===== config.mk =====
export PLATFORM = sky130hd
export DESIGN_NAME = touch_gesture_classifier
export DESIGN_NICKNAME = d
export VERILOG_FILES = /design/src/design/tgc_pkg.sv /design/src/design/tgc_classify.sv /design/src/design/touch_gesture_classifier.sv
export SDC_FILE = /design/constraint.sdc
export NUM_CORES = 1
export LEC_CHECK = 0
export BUFFER_PORTS_ARGS = -buffer_cell sky130_fd_sc_hd__buf_2
export CORE_MARGIN = 2
export CORE_UTILIZATION = 25
export CTS_CLUSTER_SIZE = 12
export DETAILED_ROUTE_END_ITERATION = 6
export MAX_ROUTING_LAYER = met4
export PLACE_DENSITY = 0.49
export SETUP_SLACK_MARGIN = 0.02
export SLEW_MARGIN = 20
export SYNTH_ARGS = -nofsm -noshare
export SYNTH_HDL_FRONTEND = slang
export SYNTH_SLANG_ARGS = --single-unit
export TNS_END_PERCENT = 1

===== constraint.sdc =====
create_clock -name clock -period 6.55 [get_ports clock]
set_input_delay 1.31 -clock clock [delete_from_list [all_inputs] [get_ports clock]]
set_output_delay 1.31 -clock clock [all_outputs]
set_load 0.02 [all_outputs]

===== src/design/tgc_pkg.sv =====
`timescale 1ns / 1ps
// ----------------------------------------------------------------------------
// tgc_pkg
// Shared types, register indexes and reset values of the touch gesture
// classifier.
// ----------------------------------------------------------------------------
package tgc_pkg;

   localparam int COORD_WIDTH_DEF = 12;
   localparam int TIME_WIDTH_DEF  = 32;

   // CSR field widths
   localparam int LONG_W     = 16;
   localparam int DIST_W     = 12;
   localparam int TAP_W      = 16;
   localparam int CSR_ADDR_W = 2;
   localparam int CSR_DATA_W = 16;

   localparam logic [LONG_W-1:0] LONG_PRESS_RST = LONG_W'(500);
   localparam logic [DIST_W-1:0] SWIPE_DIST_RST = DIST_W'(40);
   localparam logic [TAP_W-1:0]  TAP_MAX_RST    = TAP_W'(300);

   typedef enum logic [2:0] {
      GEST_NONE  = 3'd0,
      GEST_TAP   = 3'd1,
      GEST_LONG  = 3'd2,
      GEST_LEFT  = 3'd3,
      GEST_RIGHT = 3'd4,
      GEST_UP    = 3'd5,
      GEST_DOWN  = 3'd6
   } gesture_type;

   typedef enum logic [CSR_ADDR_W-1:0] {
      CSR_LONG_PRESS = 2'd0,
      CSR_SWIPE_DIST = 2'd1,
      CSR_TAP_MAX    = 2'd2
   } csr_index_type;

   typedef struct packed {
      logic [LONG_W-1:0] long_press_ms;
      logic [DIST_W-1:0] swipe_min_dist;
      logic [TAP_W-1:0]  tap_max_ms;
   } csr_type;

endpackage


===== src/design/tgc_classify.sv =====
`timescale 1ns / 1ps
// ----------------------------------------------------------------------------
// tgc_classify
// Release-time gesture decision from held time and start/last positions.
// ----------------------------------------------------------------------------
module tgc_classify #(
   parameter int COORD_WIDTH = tgc_pkg::COORD_WIDTH_DEF,
   parameter int TIME_WIDTH  = tgc_pkg::TIME_WIDTH_DEF
) (
   input  tgc_pkg::csr_type        csr,
   input  logic [COORD_WIDTH-1:0]  start_x,
   input  logic [COORD_WIDTH-1:0]  start_y,
   input  logic [COORD_WIDTH-1:0]  last_x,
   input  logic [COORD_WIDTH-1:0]  last_y,
   input  logic [TIME_WIDTH-1:0]   start_time,
   input  logic [TIME_WIDTH-1:0]   now_time,
   output tgc_pkg::gesture_type    gesture
);

   localparam int CMP_W = (COORD_WIDTH > tgc_pkg::DIST_W) ? COORD_WIDTH : tgc_pkg::DIST_W;

   logic [TIME_WIDTH-1:0]  dt;
   logic [COORD_WIDTH-1:0] adx;
   logic [COORD_WIDTH-1:0] ady;
   logic [CMP_W-1:0]       min_move;
   logic                   small_x;
   logic                   small_y;
   logic                   held_long;
   logic                   held_short;

   always_comb begin
      dt         = now_time - start_time;   // wraps with the timestamp
      adx        = (last_x >= start_x) ? (last_x - start_x) : (start_x - last_x);
      ady        = (last_y >= start_y) ? (last_y - start_y) : (start_y - last_y);
      min_move   = CMP_W'(csr.swipe_min_dist);
      small_x    = CMP_W'(adx) < min_move;
      small_y    = CMP_W'(ady) < min_move;
      held_long  = dt >= TIME_WIDTH'(csr.long_press_ms);
      held_short = dt <= TIME_WIDTH'(csr.tap_max_ms);

      if (held_long && small_x && small_y) begin
         gesture = tgc_pkg::GEST_LONG;
      end else if (!small_x || !small_y) begin
         // ties go vertical
         if (adx > ady) begin
            gesture = (last_x > start_x) ? tgc_pkg::GEST_RIGHT : tgc_pkg::GEST_LEFT;
         end else begin
            gesture = (last_y > start_y) ? tgc_pkg::GEST_DOWN : tgc_pkg::GEST_UP;
         end
      end else if (held_short) begin
         gesture = tgc_pkg::GEST_TAP;
      end else begin
         gesture = tgc_pkg::GEST_NONE;
      end
   end

endmodule


===== src/design/touch_gesture_classifier.sv =====
`timescale 1ns / 1ps
// ----------------------------------------------------------------------------
// touch_gesture_classifier
// Tap / long-press / swipe recognizer over a stream of touch-panel polls.
// ----------------------------------------------------------------------------
// Usage:
//  - req_ channel: one poll sample per beat. tuser carries the contact flag,
//    tdata carries x, y and the millisecond timestamp.
//  - rsp_ channel: exactly one result beat per request beat, in order.
//    tuser carries the gesture code and the contact-held flag, tdata the
//    gesture position and the current position (-1 when released).
//  - csr_ port: write-only, one register per cycle, write only while idle.
//  - An accepted request loads the input register, then moves on into the
//    result register once that register is free, which raises rsp_tvalid.
//    Throughput: one beat per cycle, sustained while rsp_tready stays high.
//  - The input register and the result register each hold one beat, so a
//    new request is taken while a result waits; when rsp_tready stays low
//    both fill and req_tready drops until the result is taken.
//  - Reset (synchronous, active high) empties both stages, clears the
//    contact state and loads the register defaults (500, 40, 300).
//  - Gesture is decided on the first released sample after a contact, from
//    the held time (modulo the timestamp width) and start/last positions.
// ----------------------------------------------------------------------------
module touch_gesture_classifier #(
   parameter int COORD_WIDTH = tgc_pkg::COORD_WIDTH_DEF,
   parameter int TIME_WIDTH  = tgc_pkg::TIME_WIDTH_DEF,
   localparam int REQ_W = (((2 * COORD_WIDTH + TIME_WIDTH) + 7) / 8) * 8,
   localparam int RSP_W = (((4 * COORD_WIDTH + 2) + 7) / 8) * 8
) (
   input  logic                              clock,
   input  logic                              reset,
   // request stream
   input  logic                              req_tvalid,
   output logic                              req_tready,
   input  logic [REQ_W-1:0]                  req_tdata,  // sample_x, sample_y, time_ms, zero pad
   input  logic                              req_tuser,  // touching
   // result stream
   output logic                              rsp_tvalid,
   input  logic                              rsp_tready,
   output logic [RSP_W-1:0]                  rsp_tdata,  // gesture_x, gesture_y, pos_x, pos_y, pad
   output logic [3:0]                        rsp_tuser,  // gesture[2:0], touching_now
   // configuration
   input  logic                              csr_we,
   input  logic [tgc_pkg::CSR_ADDR_W-1:0]    csr_addr,
   input  logic [tgc_pkg::CSR_DATA_W-1:0]    csr_wdata
);

   localparam int POS_W = COORD_WIDTH + 1;

   // ------------------------------------------------------------------
   // Configuration registers
   // ------------------------------------------------------------------
   tgc_pkg::csr_type csr_ff, csr_in;

   always_comb begin
      csr_in = csr_ff;
      if (csr_we) begin
         case (csr_addr)
            tgc_pkg::CSR_LONG_PRESS:
               csr_in.long_press_ms  = csr_wdata[tgc_pkg::LONG_W-1:0];
            tgc_pkg::CSR_SWIPE_DIST:
               csr_in.swipe_min_dist = csr_wdata[tgc_pkg::DIST_W-1:0];
            tgc_pkg::CSR_TAP_MAX:
               csr_in.tap_max_ms     = csr_wdata[tgc_pkg::TAP_W-1:0];
            default: ;  // unknown index: dropped
         endcase
      end
   end

   always_ff @(posedge clock) begin
      if (reset) begin
         csr_ff.long_press_ms  <= tgc_pkg::LONG_PRESS_RST;
         csr_ff.swipe_min_dist <= tgc_pkg::SWIPE_DIST_RST;
         csr_ff.tap_max_ms     <= tgc_pkg::TAP_MAX_RST;
      end else begin
         csr_ff <= csr_in;
      end
   end

   // ------------------------------------------------------------------
   // Handshake: stage 1 (input reg) -> stage 2 (result reg)
   // ------------------------------------------------------------------
   logic s1_valid_ff, s1_valid_in;
   logic rsp_valid_ff, rsp_valid_in;
   logic s2_ready;
   logic s1_ready;
   logic s1_move;

   assign s2_ready   = !rsp_valid_ff || rsp_tready;
   assign s1_ready   = !s1_valid_ff || s2_ready;
   assign s1_move    = s1_valid_ff && s2_ready;
   assign req_tready = s1_ready;
   assign rsp_tvalid = rsp_valid_ff;

   always_comb begin
      s1_valid_in  = s1_ready ? req_tvalid : s1_valid_ff;
      rsp_valid_in = s2_ready ? s1_valid_ff : rsp_valid_ff;
   end

   always_ff @(posedge clock) begin
      if (reset) begin
         s1_valid_ff  <= 1'b0;
         rsp_valid_ff <= 1'b0;
      end else begin
         s1_valid_ff  <= s1_valid_in;
         rsp_valid_ff <= rsp_valid_in;
      end
   end

   // ------------------------------------------------------------------
   // Stage 1: input register
   // ------------------------------------------------------------------
   logic                   s1_touch_ff;
   logic [COORD_WIDTH-1:0] s1_x_ff;
   logic [COORD_WIDTH-1:0] s1_y_ff;
   logic [TIME_WIDTH-1:0]  s1_time_ff;

   always_ff @(posedge clock) begin
      if (s1_ready && req_tvalid) begin
         s1_touch_ff <= req_tuser;
         s1_x_ff     <= req_tdata[COORD_WIDTH-1:0];
         s1_y_ff     <= req_tdata[2*COORD_WIDTH-1:COORD_WIDTH];
         s1_time_ff  <= req_tdata[2*COORD_WIDTH+TIME_WIDTH-1:2*COORD_WIDTH];
      end
   end

   // ------------------------------------------------------------------
   // Contact state, updated as a beat moves into the result register
   // ------------------------------------------------------------------
   logic                   active_ff, active_in;
   logic [COORD_WIDTH-1:0] start_x_ff, start_x_in;
   logic [COORD_WIDTH-1:0] start_y_ff, start_y_in;
   logic [TIME_WIDTH-1:0]  start_time_ff, start_time_in;
   logic [COORD_WIDTH-1:0] last_x_ff, last_x_in;
   logic [COORD_WIDTH-1:0] last_y_ff, last_y_in;

   tgc_pkg::gesture_type   cls_gesture;
   logic                   release_hit;

   tgc_classify #(
      .COORD_WIDTH (COORD_WIDTH),
      .TIME_WIDTH  (TIME_WIDTH)
   ) u_classify (
      .csr        (csr_ff),
      .start_x    (start_x_ff),
      .start_y    (start_y_ff),
      .last_x     (last_x_ff),
      .last_y     (last_y_ff),
      .start_time (start_time_ff),
      .now_time   (s1_time_ff),
      .gesture    (cls_gesture)
   );

   // release sample: its own coordinates are ignored
   assign release_hit = !s1_touch_ff && active_ff;

   always_comb begin
      active_in     = active_ff;
      start_x_in    = start_x_ff;
      start_y_in    = start_y_ff;
      start_time_in = start_time_ff;
      last_x_in     = last_x_ff;
      last_y_in     = last_y_ff;
      if (s1_move) begin
         active_in = s1_touch_ff;
         if (s1_touch_ff) begin
            last_x_in = s1_x_ff;
            last_y_in = s1_y_ff;
            if (!active_ff) begin
               start_x_in    = s1_x_ff;
               start_y_in    = s1_y_ff;
               start_time_in = s1_time_ff;
            end
         end
      end
   end

   always_ff @(posedge clock) begin
      if (reset) begin
         active_ff     <= 1'b0;
         start_x_ff    <= '0;
         start_y_ff    <= '0;
         start_time_ff <= '0;
         last_x_ff     <= '0;
         last_y_ff     <= '0;
      end else begin
         active_ff     <= active_in;
         start_x_ff    <= start_x_in;
         start_y_ff    <= start_y_in;
         start_time_ff <= start_time_in;
         last_x_ff     <= last_x_in;
         last_y_ff     <= last_y_in;
      end
   end

   // ------------------------------------------------------------------
   // Stage 2: result register
   // ------------------------------------------------------------------
   tgc_pkg::gesture_type   rsp_gesture_ff, rsp_gesture_in;
   logic [COORD_WIDTH-1:0] rsp_gx_ff, rsp_gx_in;
   logic [COORD_WIDTH-1:0] rsp_gy_ff, rsp_gy_in;
   logic                   rsp_touch_ff, rsp_touch_in;
   logic [POS_W-1:0]       rsp_pos_x_ff, rsp_pos_x_in;
   logic [POS_W-1:0]       rsp_pos_y_ff, rsp_pos_y_in;

   always_comb begin
      rsp_gesture_in = release_hit ? cls_gesture : tgc_pkg::GEST_NONE;
      // gesture position is the last held position, zero with no gesture
      if (rsp_gesture_in != tgc_pkg::GEST_NONE) begin
         rsp_gx_in = last_x_ff;
         rsp_gy_in = last_y_ff;
      end else begin
         rsp_gx_in = '0;
         rsp_gy_in = '0;
      end
      // held after this beat exactly when this beat touches
      rsp_touch_in = s1_touch_ff;
      rsp_pos_x_in = s1_touch_ff ? {1'b0, s1_x_ff} : '1;
      rsp_pos_y_in = s1_touch_ff ? {1'b0, s1_y_ff} : '1;
   end

   always_ff @(posedge clock) begin
      if (s1_move) begin
         rsp_gesture_ff <= rsp_gesture_in;
         rsp_gx_ff      <= rsp_gx_in;
         rsp_gy_ff      <= rsp_gy_in;
         rsp_touch_ff   <= rsp_touch_in;
         rsp_pos_x_ff   <= rsp_pos_x_in;
         rsp_pos_y_ff   <= rsp_pos_y_in;
      end
   end

   assign rsp_tdata = RSP_W'({rsp_pos_y_ff, rsp_pos_x_ff, rsp_gy_ff, rsp_gx_ff});
   assign rsp_tuser = {rsp_touch_ff, rsp_gesture_ff};

endmodule


# == Word-level counts from Yosys, hierarchy flattened ==
# Index checks and enable logic that the tools add are counted.
# op_classes
n_addsub,5
n_lt_le_gt_ge,9
eq_ne,2
muxes,11
bitwise,1
n_reduce_logical,20
# ops
operator,count
$sub 12x12->12,4
$gt 12x12->1,3
$ge 32x16->1,1
$le 32x16->1,1
$sub 32x32->32,1
$mux 13,2
$ge 12x12->1,2
$lt 12x12->1,2
$mux 12,2
$mux 3,5
$reduce_and 2->1,4
$logic_and 1x1->1,5
$logic_not 1->1,5
$logic_or 1x1->1,3
$reduce_and 3->1,1
$reduce_bool 3->1,1
$eq 2x1->1 const B,1
$eq 2x2->1 const B,1
$logic_not 2->1,1
$mux 2,1
$mux 1,1
$not 1->1,1
# totals
register_bits,238
input_bits,80
out_inout_bits,62
wordCells,71

# == Logic depth before layout (Yosys ltp) ==
# logic_depth
ltp_word,9
depth_mapped,24
ltp_nobuf,22

# == Modules after synthesis ==
# Synthesis repeated with hierarchy kept, for this count alone.
# hier_totals
hier_cells,1597
hier_area_um2,14751.6
# modules_own_cells
module,instances,cells_per_inst,area_each_um2,seq_area_each_um2
touch_gesture_classifier,1,766,8862.2,5845.6
tgc_classify,1,831,5889.4,0.0

# == Worst setup path after synthesis ==
# No wires, ideal clock.
# synth_path
path_type,flip-flop to flip-flop
startpoint,register last_x_ff[0]
endpoint,"register rsp_gx_ff[0], data pin"
setup_ns,0.274
arrival_ns,4.801
required_time_ns,6.276
slack_ns,1.475
stages_incl_launch_ff,24
path_buffers,1
path_cell_list,dfxtp_1 inv_1 ha_1 inv_1 fa_1 a211oi_1 o21ai_0 a2111oi_0 nor2_1 mux2_2 o31ai_1 a31o_2 o21ai_0 xor2_1 ha_1 a211oi_1 o21ai_0 o2111ai_1 nand3_1 nor4bb_1 o211ai_1 nor4_4 buf_6 nor3_2
# synth_between
elab_chain_len,9
elab_cells_between_ends,17
# synth_rtl
element,line_no,source
from (decl),touch_gesture_classifier.sv:134,"logic [COORD_WIDTH-1:0] last_x_ff, last_x_in;"
from (signal assigned),touch_gesture_classifier.sv:191,last_x_ff <= last_x_in;
$sub 12x12->12 / $ge 12x12->1 (equally long branches),tgc_classify.sv:33,adx = (last_x >= start_x) ? (last_x - start_x) : (start_x - last_x);
$mux 12,tgc_classify.sv:33,
$lt 12x12->1,tgc_classify.sv:36,small_x = CMP_W'(adx) < min_move;
$logic_not 1->1,tgc_classify.sv:43,end else if (!small_x || !small_y) begin
$logic_or 1x1->1,tgc_classify.sv:43,
$mux 3,tgc_classify.sv:43,
$mux 3,tgc_classify.sv:41,if (held_long && small_x && small_y) begin
$mux 3,touch_gesture_classifier.sv:207,rsp_gesture_in = release_hit ? cls_gesture : tgc_pkg::GEST_NONE;
$reduce_bool 3->1,touch_gesture_classifier.sv:209,if (rsp_gesture_in != tgc_pkg::GEST_NONE) begin
to (signal assigned),touch_gesture_classifier.sv:225,rsp_gx_ff <= rsp_gx_in;
to (decl),touch_gesture_classifier.sv:200,"logic [COORD_WIDTH-1:0] rsp_gx_ff, rsp_gx_in;"
# Parallel ways exist; a longest one is shown, timed or not.
# A chain may end at the register's enable or synchronous reset.

# == Worst setup path in the final report ==
# layout_path
startpoint,register last_x_ff[0]
endpoint,"register rsp_gy_ff[3], data pin"
# layout_between
elab_chain_len,9
elab_cells_between_ends,17
# layout_rtl
element,line_no,source
$sub 12x12->12 / $ge 12x12->1 (equally long branches),tgc_classify.sv:33,
$mux 12,tgc_classify.sv:33,
$lt 12x12->1,tgc_classify.sv:36,
$logic_not 1->1,tgc_classify.sv:43,
$logic_or 1x1->1,tgc_classify.sv:43,
$mux 3,tgc_classify.sv:43,
$mux 3 *,tgc_classify.sv:41,
$mux 3 *,touch_gesture_classifier.sv:207,
$reduce_bool 3->1 *,touch_gesture_classifier.sv:209,
to (signal assigned),touch_gesture_classifier.sv:226,rsp_gy_ff <= rsp_gy_in;
to (decl),touch_gesture_classifier.sv:201,"logic [COORD_WIDTH-1:0] rsp_gy_ff, rsp_gy_in;"
# Mark *: on every way between the ends. The rest lies on a longest branch, timed or not.

==> impl_metrics.toml <==
[run_status]
status = "completed"

[worst_setup_path]
reg2regPathDepth = 23
start_kind = "flip-flop"
path_max_fanout = 24
r2r-end = "rsp_gy_ff[3]"
ff2ff_setup_slack_ns = 0.62
critPathArrivalTime_ns = 6.19
worstSetupPathType = "reg -> reg"
timing.rr.start = "last_x_ff[0]"
critPathLaunch = "last_x_ff[0]"
cp.required_ns = 6.81
endpoint = "rsp_gy_ff[3]"
cp-end-kind = "flip-flop"

[logic_synthesis]
yosys.area_share.simple_pct = 17.7
yosys_warnings = 0
synth.most_common_cell = "nand2_1"
synth_mux_area_share_pct = 1.61
synth-seq-cells = 237
synth_area_mm2 = 0.0141
synth_compound_area_share_pct = 16.6
ys_seq_area_share_pct = 41.5
synth_top_family_by_area = "simple AND/OR/NAND/NOR gates"
syn_inst = 1576
syn_avg_cell_area_um2 = 8.93
async_reset_ff_share_pct = 0
synth.top_cell.area_share_pct = 23.5
yosys.area_share.xor_xnor_pct = 2.43
synthDistinctLibCells = 81
yosys-top-cells-count = "nand2_1, a21oi_1, inv_1, ha_1, dfxtp_1"
synth_edf_count = 110
synth_ff_type = "dfxtp_1"
synthAdderAreaFrac_pct = 13.4
synth_top_cell_by_area = "edfxtp_1"
synth_area_leaders = "edfxtp_1, dfxtp_1, ha_1"

[sta]
finalCritPeriodShare_pct = 90.6
drv_slew = 0
rsz0062_at_grt = "false"
tightest_slew_ns = 1.01
fmax_ghz = 0.169
final.setup.tns_ns = 0
clock_skew_ns = 0.0279
final-hold-violation-count = 0
setup_viol = 0
fin_crit_ns = 5.93
maxSlewHeadroom_pct = 32.9

[clocking]
cts_max_level = 2
cts_root_buf = "clkbuf_16"
path_clk_slew_ns = 0.05
cts.sinks = 237
clk_latency_ns = 0.56
cts_buffer_depth = 3
cts_buffers = 34
cts_tree = "yes"

[placement]
hpwlAfterDp_mm = 28.7
routabilityCongestion = 0.858
portBuffers = 135
dp.cells = 2398

[floorplan]
dieArea_mm2 = 0.0582
die_w_um = 241
io_pins = 142
num_rows = 86
die_h_um = 241
core_mm2 = 0.0554
start_util_pct = 25.4

[finish]
stdcell_count = 2460
final_layout_size_suffix_gt1_share_pct = 15.0
postLayoutCoreUtil_pct = 29.9
area_growth_pct = 17.8
fin_nets = 1914
antenna-diode-count = 0

[pwr]
power_w = 0.00455
max-vdd-ir-drop_v = 0.000153
p_leak_nw = 6.37
power_density_mw_per_mm2 = 275

[global_route]
grt_max_degree = 93
track_usage_pct = 14.0
grt_pass1_wl_mm = 61.6
antenna_found_initial = 1
overflow = 0
grt_pass1_vias = 11100

[route]
antenna_left = 0
first_pass_iters = 5
drt_iter0_drc = 622
drc = 0
routed_wl_mm = 39.2
viasPerCell = 4.54
wire_per_inst_um = 15.9
vias = 11200

[worst_hold_path]
hp-class = "reg -> reg"

[job]
cap_violations = 0
[repair_timing]
action / in CTS / in global routing
gates resized for setup: 0 / 1
hold buffers: 0 / 0
buffers inserted: 0 / 0
endpoints found under the setup margin: 0 / 24
[placed cells by master (no fill, tap or decap), drive strengths merged, types with 6 or more instances in the layout]
master,instances
a211o,17
a211oi,8
a21o,28
a21oi,180
a31oi,8
and2,9
and3,10
buf,147
clkbuf,42
clkinv,11
conb,6
dfxtp,127
edfxtp,110
ha,143
inv,161
mux2i,17
nand2,279
nand2b,37
nand3,20
nand4,20
nor2,70
nor2b,10
nor3,35
nor4,7
o211ai,9
o21a,11
o21ai,50
o21bai,7
o31ai,6
or3,6
xnor2,30
xor2,9
[critical path, cell delays in order (launching register included)]
cell       delay [ns]
dfxtp_1          0.32
inv_1            0.09
ha_1             0.14
inv_1            0.06
fa_1             0.42
a211oi_1         0.36
o21ai_0          0.20
a2111oi_1        0.44
nor2_2           0.27
mux2_2           0.34
o31ai_1          0.29
a31o_2           0.23
o21ai_0          0.09
xor2_1           0.25
ha_1             0.29
a211oi_1         0.24
o21ai_0          0.12
o2111ai_1        0.20
nand3_1          0.14
nor4bb_1         0.39
o211ai_1         0.20
nor4_4           0.25
buf_12           0.25
nor3_1           0.08
[registers in the layout, summed over array words and instances (netlist names)]
signal          count
rsp_touch_ff        1
s1_y_ff            12
rsp_tvalid          1
rsp_gx_ff          12
rsp_gy_ff          12
rsp_pos_y_ff       12
csr_ff             44
rsp_gesture_ff      3
s1_x_ff            12
rsp_touch_in        1
start_y_ff         12
start_time_ff      32
active_ff           1
s1_valid_ff         1
last_y_ff          12
start_x_ff         12
s1_time_ff         32
last_x_ff          12
rsp_pos_x_ff       13
[logic make-up (layout without fill, tap and decap cells)]
logic type	count (synthesis)	after routing
compound gates	374	374
xor+xnor	39	39
fa+ha+maj	148	148
buf+inv	233	364
flops	237	237
mux	22	22
other cells	1	6
simple gates	522	522
[cell type report]
type                    instances  area, um2
multi-input cells            1111       7330
fillers                      5929      38800
repair buffers                147        781
inverters                     155        582
clock inverters                20        180
flip-flops and latches        237       5850
well taps                     748        936
clock buffers                  42        921
[worst min-delay path by stage]
stage                      start                end  slack (ns)  depth (start not counted)
4_1_cts        start_time_ff[29]  start_time_ff[29]        0.45                          2
3_3_place_gp   start_time_ff[15]  start_time_ff[15]        0.44                          2
5_1_grt               csr_ff[12]         csr_ff[12]        0.47                          2
3_5_place_dp   start_time_ff[29]  start_time_ff[29]        0.45                          2
6_report        start_time_ff[5]   start_time_ff[5]        0.45                          2
2_1_floorplan       rsp_touch_in       rsp_touch_ff        0.42                          0
[metal layers]
layer,wire length (um),global-route usage (%)
met5,0,-
met4,694,3.65
met3,1400,2.01
met1,18000,17.5
met2,19100,23.7
[report_power, final]
group          switching [W]  internal, W
Sequential         0.0000369      0.00162
Clock               0.000720      0.00109
Combinational       0.000648     0.000442
Total                0.00141      0.00315
[per-stage QoR]
stage | instance area, um2 | setup WS, ns | hold slack (ns)
floorplan | 14100 | 1.47 | 0.424
global placement | 15500 | 0.485 | 0.442
detailed placement | 15500 | 0.566 | 0.446
CTS | 16600 | 0.505 | 0.454
global route | 16600 | 0.0359 | 0.472
finish | 16600 | 0.615 | 0.452
Power figures use the tool's default switching activity.
